$ cat config.mk
export PLATFORM = sky130hd
export DESIGN_NAME = nmea_rmc_position_extractor_unit
export DESIGN_NICKNAME = d
export VERILOG_FILES = /design/src/rtl/rmcpe_pkg.sv /design/src/rtl/rmcpe_dp.sv /design/src/rtl/rmcpe_ctrl.sv /design/src/rtl/nmea_rmc_position_extractor_unit.sv
export SDC_FILE = /design/constraint.sdc
export NUM_CORES = 1
export LEC_CHECK = 0
export BUFFER_PORTS_ARGS = -buffer_cell sky130_fd_sc_hd__buf_2
export CELL_PAD_IN_SITES_DETAIL_PLACEMENT = 1
export CELL_PAD_IN_SITES_GLOBAL_PLACEMENT = 1
export CORE_MARGIN = 3
export CORE_UTILIZATION = 40
export CTS_BUF_LIST = sky130_fd_sc_hd__clkbuf_4 sky130_fd_sc_hd__clkbuf_8
export DETAILED_ROUTE_END_ITERATION = 16
export MAX_ROUTING_LAYER = met4
export PLACE_DENSITY = 0.72
export SLEW_MARGIN = 20
export SYNTH_ARGS = -nofsm -noshare
export SYNTH_HDL_FRONTEND = slang
export SYNTH_HIERARCHICAL = 1
export SYNTH_SLANG_ARGS = --single-unit
export TNS_END_PERCENT = 5
$ cat constraint.sdc
create_clock -name aclk -period 5.5 [get_ports aclk]
set_input_delay 1.1 -clock aclk [delete_from_list [all_inputs] [get_ports aclk]]
set_output_delay 1.1 -clock aclk [all_outputs]
set_load 0.05 [all_outputs]
$ cat src/rtl/rmcpe_pkg.sv
// Shared types and constants for the RMC sentence position extractor.
package rmcpe_pkg;

    // The port field is one bit wide, so at most two ports hold state.
    localparam int NUM_SLOTS = 2;

    localparam int HDR_LEN = 5;
    localparam int LAT_LEN = 9;
    localparam int LON_LEN = 10;
    localparam int RUN_LEN = LAT_LEN + LON_LEN;

    localparam logic [8:0] COUNT_CAP = 9'd511;

    // Buffer positions that are captured.
    localparam logic [8:0] POS_HDR_FIRST = 9'd1;
    localparam logic [8:0] POS_HDR_LAST  = 9'd5;
    localparam logic [8:0] POS_STATUS    = 9'd18;
    localparam logic [8:0] POS_LAT_FIRST = 9'd20;
    localparam logic [8:0] POS_LAT_LAST  = 9'd28;
    localparam logic [8:0] POS_HEMI      = 9'd30;
    localparam logic [8:0] POS_LON_FIRST = 9'd32;
    localparam logic [8:0] POS_LON_LAST  = 9'd41;

    localparam logic [7:0] CH_DOLLAR = 8'h24;
    localparam logic [7:0] CH_LF     = 8'h0A;
    localparam logic [7:0] CH_G      = 8'h47;
    localparam logic [7:0] CH_P      = 8'h50;
    localparam logic [7:0] CH_R      = 8'h52;
    localparam logic [7:0] CH_M      = 8'h4D;
    localparam logic [7:0] CH_C      = 8'h43;
    localparam logic [7:0] CH_V      = 8'h56;
    localparam logic [7:0] CH_A      = 8'h41;
    localparam logic [7:0] CH_N      = 8'h4E;

    localparam logic [1:0] KIND_LAT = 2'd0;
    localparam logic [1:0] KIND_LON = 2'd1;
    localparam logic [1:0] KIND_OVF = 2'd2;

    localparam logic [4:0] ITEM_LAST = 5'(RUN_LEN - 1);

    typedef struct packed {
        logic       port;
        logic [7:0] rx_byte;
    } in_item_t;

    typedef struct packed {
        logic       port_out;
        logic [1:0] kind;
        logic [3:0] char_index;
        logic [7:0] char_value;
        logic       last;
    } out_item_t;

    typedef enum logic [1:0] {
        ST_IDLE,
        ST_CHECK,
        ST_EMIT,
        ST_OVF
    } state_t;

    // Commands from the controller to the datapath.
    typedef struct packed {
        logic       byte_en;
        logic       go_idle;
        logic       load_item;
        logic       load_ovf;
        logic [4:0] item_idx;
    } ctl_cmd_t;

    // Status from the datapath to the controller.
    typedef struct packed {
        logic lf_end;
        logic is_void;
        logic is_north;
        logic overflow;
        logic out_free;
    } dp_status_t;

endpackage

$ cat src/rtl/rmcpe_dp.sv
// Datapath: per-port sentence state, field captures and the result register.
module rmcpe_dp #(
    parameter int NUM_PORTS = 2,
    parameter int MAX_LEN   = 256
) (
    input  logic                 aclk,
    input  logic                 aresetn,
    input  rmcpe_pkg::in_item_t  s_item,
    input  rmcpe_pkg::ctl_cmd_t  cmd,
    output rmcpe_pkg::dp_status_t status,
    input  logic                 m_ready,
    output logic                 m_valid,
    output rmcpe_pkg::out_item_t m_item
);
    import rmcpe_pkg::*;

    localparam logic [8:0] MAX_LEN_C = 9'(MAX_LEN);

    logic       receiving_reg [NUM_SLOTS];
    logic [8:0] count_reg     [NUM_SLOTS];
    logic [7:0] header_reg    [NUM_SLOTS][HDR_LEN];
    logic [7:0] status_reg    [NUM_SLOTS];
    logic [7:0] hemi_reg      [NUM_SLOTS];
    logic [7:0] lat_reg       [NUM_SLOTS][LAT_LEN];
    logic [7:0] lon_reg       [NUM_SLOTS][LON_LEN];

    logic       pend_port_reg;
    logic       m_valid_reg, m_valid_next;
    out_item_t  m_item_reg, m_item_next;

    logic       port_ok;
    logic       is_dollar;
    logic       byte_live;
    logic       cap_en;
    logic [8:0] pos;
    logic [8:0] hdr_off, lat_off, lon_off;
    logic       hit_hdr, hit_status, hit_lat, hit_hemi, hit_lon;
    logic       is_rmc;
    logic [4:0] lon_idx;
    logic [7:0] item_char;

    assign port_ok   = (int'(s_item.port) < NUM_PORTS);
    assign is_dollar = (s_item.rx_byte == CH_DOLLAR);
    // A non-'$' byte on a receiving port belongs to the current sentence.
    assign byte_live = cmd.byte_en && port_ok && !is_dollar && receiving_reg[s_item.port];

    assign pos     = count_reg[s_item.port];
    assign cap_en  = byte_live && (pos < COUNT_CAP);
    assign hdr_off = pos - POS_HDR_FIRST;
    assign lat_off = pos - POS_LAT_FIRST;
    assign lon_off = pos - POS_LON_FIRST;

    always_comb begin
        hit_hdr    = (pos >= POS_HDR_FIRST) && (pos <= POS_HDR_LAST);
        hit_status = (pos == POS_STATUS);
        hit_lat    = (pos >= POS_LAT_FIRST) && (pos <= POS_LAT_LAST);
        hit_hemi   = (pos == POS_HEMI);
        hit_lon    = (pos >= POS_LON_FIRST) && (pos <= POS_LON_LAST);
    end

    always_ff @(posedge aclk) begin
        if (!aresetn) begin
            for (int p = 0; p < NUM_SLOTS; p++) begin
                receiving_reg[p] <= 1'b0;
                count_reg[p]     <= '0;
                status_reg[p]    <= '0;
                hemi_reg[p]      <= '0;
                for (int i = 0; i < HDR_LEN; i++) header_reg[p][i] <= '0;
                for (int i = 0; i < LAT_LEN; i++) lat_reg[p][i] <= '0;
                for (int i = 0; i < LON_LEN; i++) lon_reg[p][i] <= '0;
            end
            pend_port_reg <= 1'b0;
        end else begin
            if (cmd.byte_en && port_ok && is_dollar) begin
                receiving_reg[s_item.port] <= 1'b1;
                count_reg[s_item.port]     <= 9'd1;
            end
            if (cap_en) begin
                count_reg[s_item.port] <= pos + 9'd1;
                if (hit_hdr) header_reg[s_item.port][hdr_off[2:0]] <= s_item.rx_byte;
                if (hit_status) status_reg[s_item.port] <= s_item.rx_byte;
                if (hit_lat) lat_reg[s_item.port][lat_off[3:0]] <= s_item.rx_byte;
                if (hit_hemi) hemi_reg[s_item.port] <= s_item.rx_byte;
                if (hit_lon) lon_reg[s_item.port][lon_off[3:0]] <= s_item.rx_byte;
            end
            if (cmd.byte_en) begin
                pend_port_reg <= s_item.port;
            end
            if (cmd.go_idle) begin
                receiving_reg[pend_port_reg] <= 1'b0;
                count_reg[pend_port_reg]     <= '0;
            end
        end
    end

    assign is_rmc = (header_reg[pend_port_reg][0] == CH_G) &&
                    (header_reg[pend_port_reg][1] == CH_P) &&
                    (header_reg[pend_port_reg][2] == CH_R) &&
                    (header_reg[pend_port_reg][3] == CH_M) &&
                    (header_reg[pend_port_reg][4] == CH_C);

    always_comb begin
        status.lf_end   = byte_live && (s_item.rx_byte == CH_LF);
        status.is_void  = is_rmc && (status_reg[pend_port_reg] == CH_V);
        status.is_north = is_rmc && (status_reg[pend_port_reg] == CH_A) &&
                          (hemi_reg[pend_port_reg] == CH_N);
        status.overflow = (count_reg[pend_port_reg] > MAX_LEN_C);
        status.out_free = !m_valid_reg || m_ready;
    end

    assign lon_idx = cmd.item_idx - 5'(LAT_LEN);

    always_comb begin
        if (cmd.item_idx < 5'(LAT_LEN)) begin
            item_char = lat_reg[pend_port_reg][cmd.item_idx[3:0]];
        end else begin
            item_char = lon_reg[pend_port_reg][lon_idx[3:0]];
        end
    end

    always_comb begin
        m_valid_next = m_valid_reg && !m_ready;
        m_item_next  = m_item_reg;
        if (cmd.load_item) begin
            m_valid_next        = 1'b1;
            m_item_next.port_out = pend_port_reg;
            if (cmd.item_idx < 5'(LAT_LEN)) begin
                m_item_next.kind       = KIND_LAT;
                m_item_next.char_index = cmd.item_idx[3:0];
            end else begin
                m_item_next.kind       = KIND_LON;
                m_item_next.char_index = lon_idx[3:0];
            end
            m_item_next.char_value = item_char;
            m_item_next.last       = (cmd.item_idx == ITEM_LAST);
        end else if (cmd.load_ovf) begin
            m_valid_next           = 1'b1;
            m_item_next.port_out   = pend_port_reg;
            m_item_next.kind       = KIND_OVF;
            m_item_next.char_index = '0;
            m_item_next.char_value = '0;
            m_item_next.last       = 1'b1;
        end
    end

    always_ff @(posedge aclk) begin
        if (!aresetn) begin
            m_valid_reg <= 1'b0;
        end else begin
            m_valid_reg <= m_valid_next;
        end
        m_item_reg <= m_item_next;
    end

    assign m_valid = m_valid_reg;
    assign m_item  = m_item_reg;

endmodule

$ cat src/rtl/rmcpe_ctrl.sv
// Controller: sequences byte intake, the end-of-sentence check and the result run.
module rmcpe_ctrl (
    input  logic                  aclk,
    input  logic                  aresetn,
    input  logic                  s_valid,
    output logic                  s_ready,
    input  rmcpe_pkg::dp_status_t status,
    output rmcpe_pkg::ctl_cmd_t   cmd
);
    import rmcpe_pkg::*;

    state_t     state_reg, state_next;
    logic [4:0] idx_reg, idx_next;

    always_ff @(posedge aclk) begin
        if (!aresetn) begin
            state_reg <= ST_IDLE;
            idx_reg   <= '0;
        end else begin
            state_reg <= state_next;
            idx_reg   <= idx_next;
        end
    end

    always_comb begin
        state_next = state_reg;
        idx_next   = idx_reg;
        unique case (state_reg)
            ST_IDLE: begin
                if (s_valid && status.lf_end) begin
                    state_next = ST_CHECK;
                end
            end
            ST_CHECK: begin
                idx_next = '0;
                if (status.is_north) begin
                    state_next = ST_EMIT;
                end else if (status.is_void) begin
                    state_next = ST_IDLE;
                end else if (status.overflow) begin
                    state_next = ST_OVF;
                end else begin
                    state_next = ST_IDLE;
                end
            end
            ST_EMIT: begin
                if (status.out_free) begin
                    idx_next = idx_reg + 5'd1;
                    if (idx_reg == ITEM_LAST) begin
                        state_next = ST_IDLE;
                    end
                end
            end
            ST_OVF: begin
                if (status.out_free) begin
                    state_next = ST_IDLE;
                end
            end
            default: state_next = ST_IDLE;
        endcase
    end

    always_comb begin
        s_ready       = 1'b0;
        cmd.byte_en   = 1'b0;
        cmd.go_idle   = 1'b0;
        cmd.load_item = 1'b0;
        cmd.load_ovf  = 1'b0;
        cmd.item_idx  = idx_reg;
        unique case (state_reg)
            ST_IDLE: begin
                s_ready     = 1'b1;
                cmd.byte_en = s_valid;
            end
            ST_CHECK: begin
                // A sentence that starts a run, is void or overflowed leaves the port
                // idle; the run that follows reads captures only.
                cmd.go_idle = status.is_north || status.is_void || status.overflow;
            end
            ST_EMIT: begin
                cmd.load_item = status.out_free;
            end
            ST_OVF: begin
                cmd.load_ovf = status.out_free;
            end
            default: ;
        endcase
    end

endmodule

$ cat src/rtl/nmea_rmc_position_extractor_unit.sv
// Top level of the RMC sentence position extractor.
//
// Input channel (s_valid/s_ready/s_item): one received byte per request,
// tagged with the serial port it came in on. Each port keeps its own
// sentence state; bytes for ports at or above NUM_PORTS are dropped.
// Result channel (m_valid/m_ready/m_item): a valid position sentence from
// the northern hemisphere gives a run of nine latitude and ten longitude
// characters, the last flagged; an overlong sentence that gives no run and
// is not void gives one overflow item.
// Ordinary bytes are taken one per cycle while the controller is idle; a
// line feed on a receiving port brings the end-of-sentence check, during
// which no byte is taken. A run is loaded item by item from the emit state
// after the check; the input stays blocked until its last item is loaded.
// The single output register holds a finished result while new bytes are
// taken; while the receiver stalls, a run simply pauses.
// Reset (aresetn low, synchronous) returns every port to idle, clears all
// captured characters and empties the output register.
module nmea_rmc_position_extractor_unit #(
    parameter int NUM_PORTS = 2,
    parameter int MAX_LEN   = 256
) (
    input  logic                 aclk,
    input  logic                 aresetn,
    input  logic                 s_valid,
    output logic                 s_ready,
    input  rmcpe_pkg::in_item_t  s_item,
    output logic                 m_valid,
    input  logic                 m_ready,
    output rmcpe_pkg::out_item_t m_item
);
    import rmcpe_pkg::*;

    ctl_cmd_t   cmd;
    dp_status_t status;

    rmcpe_ctrl u_ctrl (
        .aclk    (aclk),
        .aresetn (aresetn),
        .s_valid (s_valid),
        .s_ready (s_ready),
        .status  (status),
        .cmd     (cmd)
    );

    rmcpe_dp #(
        .NUM_PORTS (NUM_PORTS),
        .MAX_LEN   (MAX_LEN)
    ) u_dp (
        .aclk    (aclk),
        .aresetn (aresetn),
        .s_item  (s_item),
        .cmd     (cmd),
        .status  (status),
        .m_ready (m_ready),
        .m_valid (m_valid),
        .m_item  (m_item)
    );

endmodule
==> out/metrics.csv <==
metric;value;unit
status;finished clean;
cp-end-kind;flop;
clk_pin_slew;0.06;ns
avgSynthCellArea;14.0;um^2
core;0.0507;mm^2
yosys_warnings;6;
layout.nets;1583;
largest_reg_flops;160;
antenna_found_initial;1;
synth-seq-cells;462;
area_growth;13.2;%
die_y;234;um
leakage;7.67;nW
dr.pass1.iters;5;
drc_errors;0;
worstPathArrival;5.37;ns
post-cts-setup-buffers;0;
hold_class;reg2reg;
synth_common_cells;edfxtp_1, nor3_1, nor2_1;
fmax;207;MHz
fin_worst_skew;0.0362;ns
pwr-share-seq;53.5;%
gr-total-overflow;0;
drive_above_1_share;22.4;%
gp_congestion;0.921;
grt_use_total;24.8;%
synthArstFlopShare;0;%
start_util;41.0;%
p_int;5.78;mW
grt_max_degree;58;
dp_slack;0.912;ns
detail_route.wl_per_cell;28.2;um
ios;31;
cts_tree;done;
path_class;reg2reg;
slew_viol_final;0;
cp-start-kind;flop;
comb_power_share;5.3;%
timing.slew.headroom;28.3;%
cts_sinks;462;
drtIter0Drc;1703;
hpwl;43.5;mm
holdBufCountCts;0;
synth_edf_count;432;
cts_max_level;3;
syn_area;0.0208;mm^2
clock_latency;0.69;ns
rsz0062_at_grt;no;
setup_ws;0.671;ns
hold_viol;0;
vias_per_cell;6.20;
fp.dieW;234;um
syn_nets;1502;
die_area;0.0547;mm^2
ys_seq_area_share;65.4;%
period_minus_slack;4.83;ns
min_period_over_period;87.8;%
grt_pass1_wl;96.5;mm
clock_path_buffers;3;
grt_pass1_vias;14500;
maxCapViolCount;0;
synth_area_leaders;edfxtp_1, mux4_2, dfxtp_1;
peakVddDrop;270;uV
synthCells;1480;
synth_cell_types;79;
antenna_left;0;
synth.most_common_cell;edfxtp_1;
root_buffer;clkbuf_8;
tightest_slew;1.07;ns
worstPathRequired;6.04;ns
rows;82;
switching_share;23.4;%
critPathMaxFanout;8;
cts_buffers;78;
numPortBuffers;30;
finalSetupViolations;0;
power_frac_clock;41.2;%
power_density;321;mW/mm^2
ys.flop_type;edfxtp_1;
p_sw;1.76;mW
tns;0;ns
synth_top_cell_area_share;62.5;%
post_cts_resized;0;
yosysTopAreaCell;edfxtp_1;
finalWirelength;64.7;mm
num_vias;14200;
## layout by cell type, fill, tap and decap left out, drive strengths merged, types with 31 or more instances in the layout
cell type  count
nor2          99
o21ai         51
mux2i         31
and2          76
buf          116
nor3         126
nand2         54
edfxtp       432
nor4          58
clkbuf       110
mux4          65
## metrics by stage
stage	util [%]	area, um^2	instances	power [mW]	hold WS [ns]
finish	46.4	23500	2292	7.55	0.472
global route	46.4	23500	2289	7.78	0.493
CTS	46.3	23500	2289	7.60	0.478
detailed placement	43.3	21900	2153	4.50	0.463
global placement	43.3	21900	2153	4.48	0.452
floorplan	-	20800	1480	4.30	0.431
## worst paths after layout
path | cells past startpoint | start | slack (ns) | to
setup / recovery | 11 | u_dp/status_reg[0][3] | 0.67 | u_dp/count_reg[1][2]
hold / removal | 2 | u_dp/receiving_reg[0] | 0.47 | u_dp/receiving_reg[0]
setup reg to reg | 11 | u_dp/status_reg[0][3] | 0.67 | u_dp/count_reg[1][2]
hold reg to reg | 2 | u_dp/receiving_reg[0] | 0.47 | u_dp/receiving_reg[0]
## final cells by class
class | instances | area [um^2]
diodes | 3 | 7.51
clock buffers | 110 | 1330
clock inverters | 26 | 213
fillers | 5171 | 27200
inverters | 30 | 113
multi-input cells | 873 | 6630
flip-flops and latches | 462 | 13600
well taps | 672 | 841
repair buffers | 116 | 796
## critical path, cell delays in order (launching register included)
cell	delay, ns
edfxtp_1	0.35
or4b_2	0.68
o21ai_0	0.36
o221ai_1	0.34
a21oi_1	0.62
nor3_1	0.13
nor3_1	0.73
nand3_1	0.33
nand2_1	0.21
nor2_1	0.06
o2bb2ai_1	0.40
a221o_1	0.46
## logic make-up (layout without fill, tap and decap cells)
family,count (synthesis),after routing,synth area share [%]
and+or+nand+nor,556,556,15.1
muxes,109,109,9.27
other,0,3,0
adders and majority gates,9,9,0.542
AOI/OAI and AO/OA,189,189,6.43
DFF,462,462,65.4
xor gates and xnor gates,10,10,0.422
buffers and inverters,145,282,2.88
## layer usage
layer	part of all wire, %	vias to the layer above	track usage (%)
met4	3.5	0	8.57
li1	-	5969	-
met5	0	-	-
met1	42	7360	34.0
met2	45	731	36.7
met3	9.0	141	5.30
## power groups by stage
stage	clock network [mW]	registers, mW	logic [mW]
floorplan	0	4.07	0.226
global placement	0	4.10	0.379
detailed placement	0	4.11	0.389
CTS	3.17	4.04	0.390
global route	3.31	4.05	0.414
finish	3.11	4.04	0.397
(Power assumes the default switching activity.)
